$ cat src/rtl/stu_pkg.sv
`timescale 1ns / 1ps

package stu_pkg;

  localparam int OFFSET_BITS = 32;
  localparam int LINE_BITS   = 24;
  localparam int LENGTH_BITS = 16;
  localparam int KIND_BITS   = 5;

  // token kinds
  localparam logic [KIND_BITS-1:0] K_NUMBER = 5'd0;
  localparam logic [KIND_BITS-1:0] K_IDENT  = 5'd1;
  localparam logic [KIND_BITS-1:0] K_LET    = 5'd2;
  localparam logic [KIND_BITS-1:0] K_NULL   = 5'd3;
  localparam logic [KIND_BITS-1:0] K_PRINT  = 5'd4;
  localparam logic [KIND_BITS-1:0] K_IF     = 5'd5;
  localparam logic [KIND_BITS-1:0] K_TRUE   = 5'd6;
  localparam logic [KIND_BITS-1:0] K_FALSE  = 5'd7;
  localparam logic [KIND_BITS-1:0] K_ELSE   = 5'd8;
  localparam logic [KIND_BITS-1:0] K_WHILE  = 5'd9;
  localparam logic [KIND_BITS-1:0] K_FOR    = 5'd10;
  localparam logic [KIND_BITS-1:0] K_ASSIGN = 5'd11;
  localparam logic [KIND_BITS-1:0] K_EQ     = 5'd12;
  localparam logic [KIND_BITS-1:0] K_PLUS   = 5'd13;
  localparam logic [KIND_BITS-1:0] K_MINUS  = 5'd14;
  localparam logic [KIND_BITS-1:0] K_STAR   = 5'd15;
  localparam logic [KIND_BITS-1:0] K_SLASH  = 5'd16;
  localparam logic [KIND_BITS-1:0] K_SEMI   = 5'd17;
  localparam logic [KIND_BITS-1:0] K_LPAREN = 5'd18;
  localparam logic [KIND_BITS-1:0] K_RPAREN = 5'd19;
  localparam logic [KIND_BITS-1:0] K_LBRACE = 5'd20;
  localparam logic [KIND_BITS-1:0] K_RBRACE = 5'd21;
  localparam logic [KIND_BITS-1:0] K_BANG   = 5'd22;
  localparam logic [KIND_BITS-1:0] K_GT     = 5'd23;
  localparam logic [KIND_BITS-1:0] K_GE     = 5'd24;
  localparam logic [KIND_BITS-1:0] K_LT     = 5'd25;
  localparam logic [KIND_BITS-1:0] K_LE     = 5'd26;
  localparam logic [KIND_BITS-1:0] K_OROR   = 5'd27;
  localparam logic [KIND_BITS-1:0] K_ANDAND = 5'd28;
  localparam logic [KIND_BITS-1:0] K_EOF    = 5'd29;
  localparam logic [KIND_BITS-1:0] K_ERROR  = 5'd30;

  // tokens one source byte can raise
  localparam int MAX_RES  = 3;
  localparam int CNT_BITS = $clog2(MAX_RES + 1);

  // bundle queue depth, power of two
  localparam int QDEPTH    = 4;
  localparam int QPTR_BITS = $clog2(QDEPTH);

  typedef struct packed {
    logic [KIND_BITS-1:0]   kind;
    logic [LINE_BITS-1:0]   line;
    logic [OFFSET_BITS-1:0] start;
    logic [LENGTH_BITS-1:0] len;
  } tok_t;

  // all tokens raised by one byte, slot 0 first
  typedef struct packed {
    logic [CNT_BITS-1:0]    cnt;
    tok_t [MAX_RES-1:0]     tok;
  } bundle_t;

  typedef struct packed {
    logic full;
    logic empty;
  } q_stat_t;

endpackage

$ cat src/rtl/stu_front.sv
`timescale 1ns / 1ps

module stu_front (
  input  logic                clk,
  input  logic                rst_n,
  input  logic                in_valid,
  output logic                in_stall,
  input  logic [7:0]          in_char_byte,
  input  logic                in_end_of_source,
  input  stu_pkg::q_stat_t    q_stat,
  output logic                push,
  output stu_pkg::bundle_t    push_data
);
  import stu_pkg::*;

  typedef enum logic [6:0] {
    M_IDLE    = 7'b0000001,
    M_NUM     = 7'b0000010,
    M_WORD    = 7'b0000100,
    M_SYM     = 7'b0001000,
    M_COMMENT = 7'b0010000,
    M_ERROR   = 7'b0100000,
    M_DONE    = 7'b1000000
  } mode_t;

  localparam logic [7:0] CH_NUL    = 8'h00;
  localparam logic [7:0] CH_NL     = 8'h0A;
  localparam logic [7:0] CH_SPACE  = 8'h20;
  localparam logic [7:0] CH_BANG   = 8'h21;
  localparam logic [7:0] CH_AMP    = 8'h26;
  localparam logic [7:0] CH_LPAREN = 8'h28;
  localparam logic [7:0] CH_RPAREN = 8'h29;
  localparam logic [7:0] CH_STAR   = 8'h2A;
  localparam logic [7:0] CH_PLUS   = 8'h2B;
  localparam logic [7:0] CH_MINUS  = 8'h2D;
  localparam logic [7:0] CH_SLASH  = 8'h2F;
  localparam logic [7:0] CH_SEMI   = 8'h3B;
  localparam logic [7:0] CH_LT     = 8'h3C;
  localparam logic [7:0] CH_EQ     = 8'h3D;
  localparam logic [7:0] CH_GT     = 8'h3E;
  localparam logic [7:0] CH_USCORE = 8'h5F;
  localparam logic [7:0] CH_LBRACE = 8'h7B;
  localparam logic [7:0] CH_BAR    = 8'h7C;
  localparam logic [7:0] CH_RBRACE = 8'h7D;

  localparam int PREFIX_CHARS = 5;
  localparam int PREFIX_BITS  = 8 * PREFIX_CHARS;
  localparam int NUM_KW       = 9;

  // keyword text packed first byte highest
  localparam logic [PREFIX_BITS-1:0] KW_CODE [NUM_KW] = '{
    40'h000_06C6574, 40'h06E756C6C, 40'h7072696E74, 40'h0000006966, 40'h0074727565,
    40'h66616C7365,  40'h00656C7365, 40'h7768696C65, 40'h0000666F72
  };
  localparam logic [2:0] KW_LEN [NUM_KW] = '{
    3'd3, 3'd4, 3'd5, 3'd2, 3'd4, 3'd5, 3'd4, 3'd5, 3'd3
  };

  function automatic logic is_digit(input logic [7:0] c);
    return c inside {[8'h30:8'h39]};
  endfunction

  function automatic logic is_alpha(input logic [7:0] c);
    return c inside {[8'h41:8'h5A], [8'h61:8'h7A]};
  endfunction

  function automatic logic is_wordch(input logic [7:0] c);
    return is_digit(c) || is_alpha(c) || (c == CH_USCORE);
  endfunction

  function automatic logic is_space(input logic [7:0] c);
    return c inside {CH_SPACE, [8'h09:8'h0D]};
  endfunction

  function automatic logic is_held(input logic [7:0] c);
    return c inside {CH_EQ, CH_GT, CH_LT, CH_SLASH, CH_BAR, CH_AMP};
  endfunction

  function automatic logic [KIND_BITS-1:0] single_kind(input logic [7:0] c);
    logic [KIND_BITS-1:0] k;
    case (c)
      CH_EQ:     k = K_ASSIGN;
      CH_PLUS:   k = K_PLUS;
      CH_MINUS:  k = K_MINUS;
      CH_STAR:   k = K_STAR;
      CH_SLASH:  k = K_SLASH;
      CH_SEMI:   k = K_SEMI;
      CH_LPAREN: k = K_LPAREN;
      CH_RPAREN: k = K_RPAREN;
      CH_LBRACE: k = K_LBRACE;
      CH_RBRACE: k = K_RBRACE;
      CH_BANG:   k = K_BANG;
      CH_GT:     k = K_GT;
      CH_LT:     k = K_LT;
      default:   k = K_ERROR;
    endcase
    return k;
  endfunction

  function automatic logic [KIND_BITS-1:0] word_kind(input logic [PREFIX_BITS-1:0] prefix,
                                                     input logic [LENGTH_BITS-1:0] rlen);
    logic [KIND_BITS-1:0] k;
    k = K_IDENT;
    for (int i = 0; i < NUM_KW; i++) begin
      if (rlen == LENGTH_BITS'(KW_LEN[i]) && prefix == KW_CODE[i]) begin
        k = K_LET + KIND_BITS'(i);
      end
    end
    return k;
  endfunction

  function automatic tok_t mk_tok(input logic [KIND_BITS-1:0] kind,
                                  input logic [LINE_BITS-1:0] line,
                                  input logic [OFFSET_BITS-1:0] start,
                                  input logic [LENGTH_BITS-1:0] len);
    tok_t t;
    t.kind  = kind;
    t.line  = line;
    t.start = start;
    t.len   = len;
    return t;
  endfunction

  mode_t                   mode_r, mode_nxt;
  logic [7:0]              pend_r, pend_nxt;
  logic [PREFIX_BITS-1:0]  prefix_r, prefix_nxt;
  logic [LENGTH_BITS-1:0]  runlen_r, runlen_nxt;
  logic [OFFSET_BITS-1:0]  tstart_r, tstart_nxt;
  logic [OFFSET_BITS-1:0]  pos_r, pos_nxt;
  logic [LINE_BITS-1:0]    line_r, line_nxt;

  logic                    accept;
  logic                    last;
  logic [7:0]              c;
  logic                    used;
  logic [KIND_BITS-1:0]    k;
  logic [OFFSET_BITS-1:0]  pos_inc;
  logic [3:0]              tv;
  tok_t                    tk [4];
  logic [CNT_BITS-1:0]     cnt;

  assign in_stall = q_stat.full;
  assign accept   = in_valid && !q_stat.full;
  assign c        = in_char_byte;
  assign last     = in_end_of_source;
  assign pos_inc  = (pos_r == '1) ? pos_r : pos_r + 1'b1;

  // tokens: 0 continuation or flush, 1 from idle, 2 flush on last, 3 end of file
  always_comb begin
    mode_nxt   = mode_r;
    pend_nxt   = pend_r;
    prefix_nxt = prefix_r;
    runlen_nxt = runlen_r;
    tstart_nxt = tstart_r;
    pos_nxt    = pos_r;
    line_nxt   = line_r;
    used       = 1'b0;
    k          = K_ERROR;
    tv         = '0;
    for (int i = 0; i < 4; i++) begin
      tk[i] = '0;
    end

    if (mode_r == M_DONE) begin
      if (last) begin
        mode_nxt   = M_IDLE;
        pend_nxt   = '0;
        prefix_nxt = '0;
        runlen_nxt = '0;
        tstart_nxt = '0;
        pos_nxt    = '0;
        line_nxt   = LINE_BITS'(1);
      end
    end else if (mode_r == M_ERROR) begin
      if (last) begin
        tv[3]      = 1'b1;
        tk[3]      = mk_tok(K_EOF, line_r, pos_inc, '0);
        mode_nxt   = M_IDLE;
        pend_nxt   = '0;
        prefix_nxt = '0;
        runlen_nxt = '0;
        tstart_nxt = '0;
        pos_nxt    = '0;
        line_nxt   = LINE_BITS'(1);
      end
    end else begin
      case (mode_r)
        M_NUM: begin
          if (is_digit(c)) begin
            runlen_nxt = (runlen_r == '1) ? runlen_r : runlen_r + 1'b1;
            used       = 1'b1;
          end else begin
            tv[0]    = 1'b1;
            tk[0]    = mk_tok(K_NUMBER, line_r, tstart_r, runlen_r);
            mode_nxt = M_IDLE;
          end
        end
        M_WORD: begin
          if (is_wordch(c)) begin
            if (runlen_r < LENGTH_BITS'(PREFIX_CHARS)) begin
              prefix_nxt = {prefix_r[PREFIX_BITS-9:0], c};
            end
            runlen_nxt = (runlen_r == '1) ? runlen_r : runlen_r + 1'b1;
            used       = 1'b1;
          end else begin
            tv[0]    = 1'b1;
            tk[0]    = mk_tok(word_kind(prefix_r, runlen_r), line_r, tstart_r, runlen_r);
            mode_nxt = M_IDLE;
          end
        end
        M_SYM: begin
          if (pend_r == CH_SLASH && c == CH_SLASH) begin
            mode_nxt = M_COMMENT;
            used     = 1'b1;
          end else if (c == CH_EQ && (pend_r == CH_EQ || pend_r == CH_GT || pend_r == CH_LT)) begin
            tv[0]    = 1'b1;
            tk[0]    = mk_tok((pend_r == CH_EQ) ? K_EQ : ((pend_r == CH_GT) ? K_GE : K_LE),
                              line_r, tstart_r, LENGTH_BITS'(2));
            mode_nxt = M_IDLE;
            used     = 1'b1;
          end else if ((pend_r == CH_BAR || pend_r == CH_AMP) && c == pend_r) begin
            tv[0]    = 1'b1;
            tk[0]    = mk_tok((pend_r == CH_BAR) ? K_OROR : K_ANDAND,
                              line_r, tstart_r, LENGTH_BITS'(2));
            mode_nxt = M_IDLE;
            used     = 1'b1;
          end else begin
            k     = single_kind(pend_r);
            tv[0] = 1'b1;
            tk[0] = mk_tok(k, line_r, tstart_r, LENGTH_BITS'(1));
            if (k == K_ERROR) begin
              mode_nxt = M_ERROR;
              used     = 1'b1;
            end else begin
              mode_nxt = M_IDLE;
            end
          end
        end
        M_COMMENT: begin
          if (c == CH_NL || c == CH_NUL) begin
            mode_nxt = M_IDLE;
          end else begin
            used = 1'b1;
          end
        end
        default: ;
      endcase

      if (!used && mode_nxt == M_IDLE) begin
        if (c == CH_NUL) begin
          tv[1]    = 1'b1;
          tk[1]    = mk_tok(K_EOF, line_r, pos_r, '0);
          mode_nxt = M_DONE;
        end else if (is_digit(c)) begin
          mode_nxt   = M_NUM;
          tstart_nxt = pos_r;
          runlen_nxt = LENGTH_BITS'(1);
        end else if (is_alpha(c)) begin
          mode_nxt   = M_WORD;
          tstart_nxt = pos_r;
          runlen_nxt = LENGTH_BITS'(1);
          prefix_nxt = PREFIX_BITS'(c);
        end else if (is_space(c)) begin
          if (c == CH_NL) begin
            line_nxt = (line_r == '1) ? line_r : line_r + 1'b1;
          end
        end else if (is_held(c)) begin
          mode_nxt   = M_SYM;
          pend_nxt   = c;
          tstart_nxt = pos_r;
        end else begin
          k     = single_kind(c);
          tv[1] = 1'b1;
          tk[1] = mk_tok(k, line_r, pos_r, LENGTH_BITS'(1));
          if (k == K_ERROR) begin
            mode_nxt = M_ERROR;
          end
        end
      end

      pos_nxt = pos_inc;

      if (last) begin
        case (mode_nxt)
          M_NUM: begin
            tv[2] = 1'b1;
            tk[2] = mk_tok(K_NUMBER, line_nxt, tstart_nxt, runlen_nxt);
          end
          M_WORD: begin
            tv[2] = 1'b1;
            tk[2] = mk_tok(word_kind(prefix_nxt, runlen_nxt), line_nxt, tstart_nxt,
                           runlen_nxt);
          end
          M_SYM: begin
            tv[2] = 1'b1;
            tk[2] = mk_tok(single_kind(pend_nxt), line_nxt, tstart_nxt, LENGTH_BITS'(1));
          end
          default: ;
        endcase
        if (mode_nxt != M_DONE) begin
          tv[3] = 1'b1;
          tk[3] = mk_tok(K_EOF, line_nxt, pos_inc, '0);
        end
        mode_nxt   = M_IDLE;
        pend_nxt   = '0;
        prefix_nxt = '0;
        runlen_nxt = '0;
        tstart_nxt = '0;
        pos_nxt    = '0;
        line_nxt   = LINE_BITS'(1);
      end
    end
  end

  // pack raised tokens into consecutive slots
  always_comb begin
    cnt           = '0;
    push_data.tok = '0;
    for (int i = 0; i < 4; i++) begin
      if (tv[i] && cnt != CNT_BITS'(MAX_RES)) begin
        push_data.tok[cnt] = tk[i];
        cnt = cnt + 1'b1;
      end
    end
    push_data.cnt = cnt;
  end

  assign push = accept && (cnt != '0);

  always_ff @(posedge clk) begin
    if (!rst_n) begin
      mode_r   <= M_IDLE;
      pend_r   <= '0;
      prefix_r <= '0;
      runlen_r <= '0;
      tstart_r <= '0;
      pos_r    <= '0;
      line_r   <= LINE_BITS'(1);
    end else if (accept) begin
      mode_r   <= mode_nxt;
      pend_r   <= pend_nxt;
      prefix_r <= prefix_nxt;
      runlen_r <= runlen_nxt;
      tstart_r <= tstart_nxt;
      pos_r    <= pos_nxt;
      line_r   <= line_nxt;
    end
  end

endmodule

$ cat src/rtl/stu_queue.sv
`timescale 1ns / 1ps

module stu_queue (
  input  logic              clk,
  input  logic              rst_n,
  input  logic              push,
  input  stu_pkg::bundle_t  push_data,
  input  logic              pop,
  output stu_pkg::bundle_t  head,
  output stu_pkg::q_stat_t  q_stat
);
  import stu_pkg::*;

  bundle_t               mem_r [QDEPTH];
  logic [QPTR_BITS-1:0]  wr_ptr_r, wr_ptr_nxt;
  logic [QPTR_BITS-1:0]  rd_ptr_r, rd_ptr_nxt;
  logic [QPTR_BITS:0]    cnt_r, cnt_nxt;
  logic                  do_push;
  logic                  do_pop;

  assign q_stat.full  = (cnt_r == (QPTR_BITS + 1)'(QDEPTH));
  assign q_stat.empty = (cnt_r == '0);
  assign do_push      = push && !q_stat.full;
  assign do_pop       = pop && !q_stat.empty;
  assign head         = mem_r[rd_ptr_r];

  always_comb begin
    wr_ptr_nxt = do_push ? wr_ptr_r + 1'b1 : wr_ptr_r;
    rd_ptr_nxt = do_pop ? rd_ptr_r + 1'b1 : rd_ptr_r;
    cnt_nxt    = cnt_r;
    if (do_push && !do_pop) begin
      cnt_nxt = cnt_r + 1'b1;
    end else if (do_pop && !do_push) begin
      cnt_nxt = cnt_r - 1'b1;
    end
  end

  always_ff @(posedge clk) begin
    if (do_push) begin
      mem_r[wr_ptr_r] <= push_data;
    end
  end

  always_ff @(posedge clk) begin
    if (!rst_n) begin
      wr_ptr_r <= '0;
      rd_ptr_r <= '0;
      cnt_r    <= '0;
    end else begin
      wr_ptr_r <= wr_ptr_nxt;
      rd_ptr_r <= rd_ptr_nxt;
      cnt_r    <= cnt_nxt;
    end
  end

endmodule

$ cat src/rtl/stu_back.sv
`timescale 1ns / 1ps

module stu_back (
  input  logic                               clk,
  input  logic                               rst_n,
  input  stu_pkg::bundle_t                   head,
  input  stu_pkg::q_stat_t                   q_stat,
  output logic                               pop,
  output logic                               out_valid,
  input  logic                               out_stall,
  output logic [stu_pkg::KIND_BITS-1:0]      out_token_kind,
  output logic [stu_pkg::LINE_BITS-1:0]      out_line_number,
  output logic [stu_pkg::OFFSET_BITS-1:0]    out_start_offset,
  output logic [stu_pkg::LENGTH_BITS-1:0]    out_token_length,
  output logic                               out_run_last
);
  import stu_pkg::*;

  logic [CNT_BITS-1:0] idx_r, idx_nxt;
  tok_t                sel;
  logic                fire;

  assign out_valid        = !q_stat.empty;
  assign sel              = head.tok[idx_r];
  assign out_token_kind   = sel.kind;
  assign out_line_number  = sel.line;
  assign out_start_offset = sel.start;
  assign out_token_length = sel.len;
  assign out_run_last     = (idx_r == CNT_BITS'(head.cnt - 1'b1));
  assign fire             = out_valid && !out_stall;
  assign pop              = fire && out_run_last;

  always_comb begin
    idx_nxt = idx_r;
    if (fire) begin
      idx_nxt = out_run_last ? '0 : idx_r + 1'b1;
    end
  end

  always_ff @(posedge clk) begin
    if (!rst_n) begin
      idx_r <= '0;
    end else begin
      idx_r <= idx_nxt;
    end
  end

endmodule

$ cat src/rtl/source_text_tokenizer_unit.sv
`timescale 1ns / 1ps
// Accepted bytes push their tokens into the bundle queue, and the output reads them from its head.
// One byte per cycle while each byte raises at most one token and the output is not stalled;
// the n tokens of one byte leave in turn on the single output channel, a four-bundle queue absorbing them.
// Reset (synchronous, active low): scanner idle, line 1, offset 0, queue empty.
// The scanner also returns to that state after each byte marked as last.

module source_text_tokenizer_unit (
  input  logic                               clk,
  input  logic                               rst_n,
  input  logic                               in_valid,
  output logic                               in_stall,
  input  logic [7:0]                         in_char_byte,
  input  logic                               in_end_of_source,
  output logic                               out_valid,
  input  logic                               out_stall,
  output logic [stu_pkg::KIND_BITS-1:0]      out_token_kind,
  output logic [stu_pkg::LINE_BITS-1:0]      out_line_number,
  output logic [stu_pkg::OFFSET_BITS-1:0]    out_start_offset,
  output logic [stu_pkg::LENGTH_BITS-1:0]    out_token_length,
  output logic                               out_run_last
);
  import stu_pkg::*;

  q_stat_t q_stat;
  bundle_t push_data;
  bundle_t head;
  logic    push;
  logic    pop;

  stu_front u_front (
    .clk              (clk),
    .rst_n            (rst_n),
    .in_valid         (in_valid),
    .in_stall         (in_stall),
    .in_char_byte     (in_char_byte),
    .in_end_of_source (in_end_of_source),
    .q_stat           (q_stat),
    .push             (push),
    .push_data        (push_data)
  );

  stu_queue u_queue (
    .clk       (clk),
    .rst_n     (rst_n),
    .push      (push),
    .push_data (push_data),
    .pop       (pop),
    .head      (head),
    .q_stat    (q_stat)
  );

  stu_back u_back (
    .clk              (clk),
    .rst_n            (rst_n),
    .head             (head),
    .q_stat           (q_stat),
    .pop              (pop),
    .out_valid        (out_valid),
    .out_stall        (out_stall),
    .out_token_kind   (out_token_kind),
    .out_line_number  (out_line_number),
    .out_start_offset (out_start_offset),
    .out_token_length (out_token_length),
    .out_run_last     (out_run_last)
  );

endmodule

$ cat config.mk
export PLATFORM = sky130hd
export DESIGN_NAME = source_text_tokenizer_unit
export DESIGN_NICKNAME = d
export VERILOG_FILES = /design/src/rtl/stu_pkg.sv /design/src/rtl/stu_front.sv /design/src/rtl/stu_queue.sv /design/src/rtl/stu_back.sv /design/src/rtl/source_text_tokenizer_unit.sv
export SDC_FILE = /design/constraint.sdc
export NUM_CORES = 2
export LEC_CHECK = 0
export BUFFER_PORTS_ARGS = -buffer_cell sky130_fd_sc_hd__buf_2
export CAP_MARGIN = 0
export CORE_MARGIN = 3
export CORE_UTILIZATION = 26
export DETAILED_ROUTE_END_ITERATION = 12
export GPL_TIMING_DRIVEN = 0
export MAX_ROUTING_LAYER = met4
export PLACE_DENSITY_LB_ADDON = 0.1
export REMOVE_ABC_BUFFERS = 1
export SLEW_MARGIN = 20
export SYNTH_ARGS = -nofsm -noshare
export SYNTH_HDL_FRONTEND = slang
export SYNTH_SLANG_ARGS = --single-unit
export TNS_END_PERCENT = 100
$ cat constraint.sdc
create_clock -name clk -period 30 [get_ports clk]
set_clock_uncertainty 0.2 [all_clocks]
set_input_delay 3 -clock clk [delete_from_list [all_inputs] [get_ports clk]]
set_output_delay 3 -clock clk [all_outputs]
set_load 0.02 [all_outputs]
After elaboration in Yosys (flattened, before gate mapping)
Memory sizes are Yosys's and may differ from the RTL's. A register that Yosys moved wholly into a read port is not among the register bits. Index checks and enable logic that the tools add are counted.

Equality and inequality tests: 94. Multiplexer cells: 198. Bitwise operators: 0. $mul: 0. Shift operators: 0. Reduce and logical (&&, ||, !) cells: 60. Order comparisons: 16. Divide/modulo/power cells: 0. Add/sub/neg operators: 12.

Operator list (count): $mux W77 (18); $mux W231 (4); $bwmux W231 (3); $mux W40 (13); $mux W32 (15); $demux W77 S2 (3); $pmux W77 S3 (2); $mux W308 (1); $eq A8 B6 Y1 const B (36); $mux W24 (11); $eq A40 B31 Y1 const B (6); $eq A40 B39 Y1 const B (6); $mux W16 (13); $pmux W5 S13 (3); $eq A40 B23 Y1 const B (4); $bmux W77 S2 (1); $mux W154 (1); $mux W7 (21); $mux W8 (12); $eq A40 B15 Y1 const B (2); $mux W5 (15); $eq A8 B7 Y1 const B (9); $mux W72 (1); $eq A16 B2 Y1 const B (4); other kinds (55) (176).

Bits in writable memories: 932. Bits in latches: 0. Input bits: 13. Memories kept: 1. Output and inout bits: 80. ROM bits: 0. Flip-flop bits (word level): 168. Word-level logic and storage cells: 392.

Memories: u_queue.mem_r (depth 4, bits a word 233, rd ports 1, clocked after memory_dff 1, wr ports 1, line stu_queue.sv:14) `bundle_t mem_r [QDEPTH];`.

Logic depth before layout (Yosys ltp)
Word-level depth: 55. Gate-level depth with buffers: 30. Mapped depth without buffers: 24.

Modules after synthesis
Synthesis repeated with hierarchy kept, for this count alone.

Cell total of the unflattened synthesis: 4095. Area total of the unflattened synthesis: 52738.1 µm².

By module, submodules not included: stu_queue (seq. area each 28167.0 µm², cells an instance 1265, times used 1, area an instance 34082.7 µm²); stu_front (seq. area each 3183.1 µm², cells an instance 2555, times used 1, area an instance 16907.5 µm²); stu_back (seq. area each 40.0 µm², cells an instance 275, times used 1, area an instance 1747.9 µm²).

Least setup slack after synthesis
No wires, ideal clock.

Path kind: in2reg. Start: in in_char_byte[6]. End: mem u_queue.mem_r[0][0] (netlist name) (enable). Setup time: 623 ps. Slack: 16057 ps. Data required time: 29177 ps. Buffers on the path: 5. Stages on the path: 23. Arrival: 13119 ps. Path through: buf_6 or4_4 or4_4 a21oi_1 o32a_1 o21ba_1 buf_2 nor3_2 nand3_1 ha_1 nand2_1 nand2_1 a211oi_4 clkbuf_1 nor2_1 ha_1 nor2b_1 clkbuf_1 nand2_1 o211ai_1 o311a_1 buf_2 and2_1.

Cells in the longest elaborated chain, start to end: 36. Elaborated cells on any way between the ends: 120. Classes of those cells: add/sub (3); order compare (8); eq/ne (28); mux (58); reduce/logical (23).

Ends and longest elaborated chain: start, declared (line source_text_tokenizer_unit.sv:13) `input logic [7:0] in_char_byte,`; $eq A8 B6 Y1, or another cell as far along (line stu_front.sv:76, stu_front.sv:81); $pmux W5 S13 (line stu_front.sv:81) `case (c)`; $mux W5 (line stu_front.sv:267) `end else if (is_held(c)) begin`; $mux W5 (line stu_front.sv:263) `end else if (is_space(c)) begin`; $mux W5 (line stu_front.sv:258) `end else if (is_alpha(c)) begin`; $mux W5 (line stu_front.sv:254) `end else if (is_digit(c)) begin`; $mux W5 (line stu_front.sv:250) `if (c == CH_NUL) begin`; $mux W5 (line stu_front.sv:249) `if (!used && mode_nxt == M_IDLE) begin`; [... 18 more ...]; branches (longest 4 deep; another with $add A2 B1 Y2); $mux W2 (*) (line stu_front.sv:320) `if (tv[i] && cnt != CNT_BITS'(MAX_RES)) begin`; $reduce_bool A2 Y1 (*) (line stu_front.sv:328) `assign push = accept && (cnt != '0);`; $logic_and A1 B1 Y1 (*) (line stu_front.sv:328); $logic_and A1 B1 Y1 (*) (line stu_queue.sv:23) `assign do_push = push && !q_stat.full;`; net u_queue.do_push (line stu_queue.sv:18) `logic do_push;`; $mux W1 (*) (line stu_queue.sv:39) `if (do_push) begin`; $mux W1 (implied by the code) (*) (line stu_queue.sv:40) `mem_r[wr_ptr_r] <= push_data;`; end, declared (line stu_queue.sv:14).

Mark *: on every way through the listed nets, which the timed path passes. The select of a mux whose other input is x is not followed.

Worst setup path in the final report
Start: in in_char_byte[3]. End: mem u_queue.mem_r[0][44] (netlist name) (enable).

Cells in the longest elaborated chain, start to end: 36. Elaborated cells on any way between the ends: 120. Classes of those cells: add/sub (3); order compare (8); eq/ne (28); mux (58); reduce/logical (23).

Ends and longest elaborated chain: $eq A8 B6 Y1, or another cell as far along (line stu_front.sv:76, stu_front.sv:81); $pmux W5 S13 (line stu_front.sv:81); $mux W5 (line stu_front.sv:267); $mux W5 (line stu_front.sv:263); $mux W5 (line stu_front.sv:258); $mux W5 (line stu_front.sv:254); $mux W5 (line stu_front.sv:250); $mux W5 (line stu_front.sv:249); [... 17 more ...]; $mux W4 (*) (line stu_front.sv:164) `if (mode_r == M_DONE) begin`; branches (longest 4 deep; another with $add A2 B1 Y2); $mux W2 (*) (line stu_front.sv:320); $reduce_bool A2 Y1 (*) (line stu_front.sv:328); $logic_and A1 B1 Y1 (*) (line stu_front.sv:328); $logic_and A1 B1 Y1 (*) (line stu_queue.sv:23); $mux W1 (*) (line stu_queue.sv:39); $mux W1 (implied by the code) (*) (line stu_queue.sv:40).

Every way passes the cells marked *. The select of a mux whose other input is x is not followed.

==> flow_metrics.tcl <==
set metrics [dict create \
    yosys-top-cells-area "edfxtp_1, mux4_2, dfxtp_1" \
    min_from "u_queue.wr_ptr_r[1]$_SDFFE_PN0P_" \
    cts_resized 0 \
    setup_tns_ns 0 \
    drive_gt1_share_pct 17.2 \
    port_buffers 92 \
    clkSinkCount 1102 \
    regArea_um2 31400 \
    cp_max_fo 39 \
    ir_drop_uv 43.5 \
    wl_met1_mm 76.5 \
    critPathBufInv 6 \
    die_x_um 452 \
    drt_wl_total_mm 166 \
    hold_class "reg -> reg" \
    cpMostUsedCell "nand2_1" \
    synthArstFlopShare_pct 0 \
    r2r-end "u_queue.mem_r[0][44]$_DFFE_PP_" \
    path_clk_slew_ns 0.06 \
    synth_top_area_cell "edfxtp_1" \
    wl_met3_mm 6.87 \
    antenna_found_initial 13 \
    core_area_um2 198000 \
    met2WireLength_mm 79.2 \
    row_count 163 \
    hold_slack_ns 0.302 \
    cpPeakStageDelay_ns 0.74 \
    p_leak_nw 19.3 \
    ff2ff_setup_slack_ns 20.07 \
    clockBufferDepth 3 \
    synth_area_um2 51800 \
    fmax_ghz 0.0819 \
    slew_violations 0 \
    hold_end "u_queue.wr_ptr_r[1]$_SDFFE_PN0P_" \
    syn_inst 3980 \
    initialDrtViolationCount 2678 \
    highest_layer "met4" \
    finalCritPeriodShare_pct 40.7 \
    cp-start-kind "primary input" \
    overflow 0 \
    cp.required_ns 30.24 \
    syn_area_per_cell_um2 13.0 \
    postCtsSetupBuffers 0 \
    period_minus_slack_ns 12.21 \
    hold_violations 0 \
    gr-usage-all-layers_pct 16.6 \
    worst_slew_pin_slew_ns 1.13 \
    rsz0062_at_grt "false" \
    path_cells "buf_2 -> o21ai_0 -> and2_1 -> and3_1 -> nor3_1 -> nand2_1 -> nor3_2 -> nand3_1 -> ha_1 -> nand2_1 -> nand2_1 -> a211oi_4 -> buf_8 -> nor2_1 -> ha_1 -> nor2b_1 -> nand2_1 -> o211ai_1 -> o311a_1 -> and2_4 -> buf_16 -> buf_12 -> buf_12 -> buf_16" \
    htreeDepth 4 \
    die_area_um2 204000 \
    synth_top_area_share_pct 54.1 \
    synth_edf_count 932 \
    endpoint_kind "register" \
    ant_nets 0 \
    critical_path.top_delay_family "simple AND/OR/NAND/NOR gates" \
    grt_start_max_net_pins 88 \
    synth_warnings 0 \
    grt_pass1_vias 34900 \
    root_buffer "clkbuf_16" \
    setup_viol 0 \
    fin_nets 4016 \
    grt_pass1_wl_mm 246 \
    final_common_cell "edfxtp_1" \
    cp_data_arrival_time_ns 12.45 \
    wl_per_cell_um 24.7 \
    initial_core_util_pct 26.2 \
    worst-setup-path-type "in -> reg" \
    worst_skew_pair.late_latency_ns 0.78 \
    layout_common_cells "edfxtp_1, nand2_1, nor2_1, o21ai_0, mux4_2" \
    synthFlopType "edfxtp_1" \
    cp_slowest_cell "nor3_2" \
    seq_area_frac_synth_pct 60.6 \
    ctsHoldBuffers 0 \
    ys_ff_latch 1102 \
    ioPinCount 93 \
    rr_worst_depth 23 \
    drc 0 \
    relSlewSlack_pct 24.4 \
    status "completed" \
    dpl.cell_count 6489 \
    die_h_um 452 \
    syn2layout_area_growth_pct 17.6 \
    drt_first_pass_iters 6 \
    ys_types 108 \
    maxCapViolCount 0 \
    worstReg2RegStart "u_front.pend_r[5]$_SDFFE_PN0P_" \
    vias 33900 \
    routabilityCongestion 0.881 \
    cts_buffers 133 \
    fin_total_pwr_mw 4.36 \
    cts_tree "built" \
    nFillCells 19600 \
    multiInputGateArea_um2 19200 \
    routed_via_density 5.04 \
    stdcell_count 6735 \
    cellPowerDensity_nw_per_um2 71.6 \
    hold_depth 2 \
    dp_hpwl_mm 108 \
]
==> metrics by stage <==
step | setup WS, ns | utilization, % | cell area [µm²]
floorplan | 15.74 | - | 50500
global placement | 2.12 | 27.5 | 54300
detailed placement | 16.99 | 28.6 | 56500
CTS | 17.82 | 30.8 | 60900
global route | 17.21 | 30.8 | 60900
finish | 17.79 | 30.8 | 60900
==> worst max path at each step <==
| stage | from | cells after the start | to | slack (ns) |
|---|---|---|---|---|
| floorplan | register | 5 | out_run_last | 15.74 |
| global placement | u_back.idx_r[1]$_SDFFE_PN0P_ | 4 | out_start_offset[23] | 2.12 |
| detailed placement | in_char_byte[1] | 24 | u_queue.mem_r[0][121]$_DFFE_PP_ | 16.99 |
| CTS | in_char_byte[3] | 24 | u_queue.mem_r[0][44]$_DFFE_PP_ | 17.82 |
| global route | in_char_byte[3] | 24 | u_queue.mem_r[0][44]$_DFFE_PP_ | 17.21 |
| finish | in_char_byte[3] | 24 | u_queue.mem_r[0][44]$_DFFE_PP_ | 17.79 |
==> layout make-up <==
type | count | area share [%]
Clock buffer | 169 | 5.86
Tap cell | 2640 | 5.43
Multi-Input combinational cell | 2530 | 31.6
Timing Repair Buffer | 179 | 4.02
Inverter | 38 | 0.234
Sequential cell | 1102 | 51.6
Clock inverter | 72 | 1.25
Antenna cell | 5 | 0.0206
==> power by group <==
group / internal [mW] / switching [mW] / total, mW
Combinational: 0.338 / 0.578 / 0.915
Clock: 0.955 / 0.648 / 1.60
Sequential: 1.80 / 0.0386 / 1.84
==> synthesized netlist by cell type, types with 44 or more instances <==
| cell | instances |
|---|---|
| o21ai_0 | 267 |
| a22oi_1 | 110 |
| a21oi_1 | 103 |
| nor2b_1 | 123 |
| xnor2_1 | 50 |
| nor3_1 | 66 |
| clkbuf_1 | 221 |
| dfxtp_1 | 170 |
| nor2_1 | 310 |
| nand2_1 | 343 |
| nand3_1 | 97 |
| mux4_2 | 233 |
| mux2i_1 | 110 |
| edfxtp_1 | 932 |
| o21ai_1 | 44 |
| buf_1 | 50 |
| and2_1 | 63 |
==> per-layer routing <==
metal | global-route usage (%) | up-vias
met1 | 22.3 | 17500
met2 | 26.4 | 799
met3 | 2.39 | 208
met5 | - | -
met4 | 4.22 | 0
li1 | - | 15400
==> registers in the layout, summed over array words and instances, names as in the netlist, named ones only <==
register / cells
u_queue.wr_ptr_r: 2
u_queue.mem_r: 932
u_back.idx_r: 2
u_front.pos_r: 32
u_queue.rd_ptr_r: 2
u_queue.cnt_r: 3
u_front.tstart_r: 32
u_front.pend_r: 8
u_front.mode_r: 7
u_front.prefix_r: 40
u_front.line_r: 24
u_front.runlen_r: 16
==> cell families (layout without fill, tap and decap cells) <==
group                      Yosys count  count (layout)  synth area share [%]
DFF                               1102            1102                  60.6
muxes                              347             347                  12.4
AOI/OAI and AO/OA                  812             812                  10.2
adders and majority gates           19              19                 0.474
and+or+nand+nor                   1279            1279                  12.4
buffers and inverters              348             458                  2.65
xor gates and xnor gates            73              73                  1.24
other                                0               5                     0
==> tightest hold or removal path, cell delays in order (launching register included) <==
cell,delay [ns]
dfxtp_1,0.34
nand2_1,0.07
mux2i_1,0.05
No activity file was read; power rests on OpenSTA's default activity.
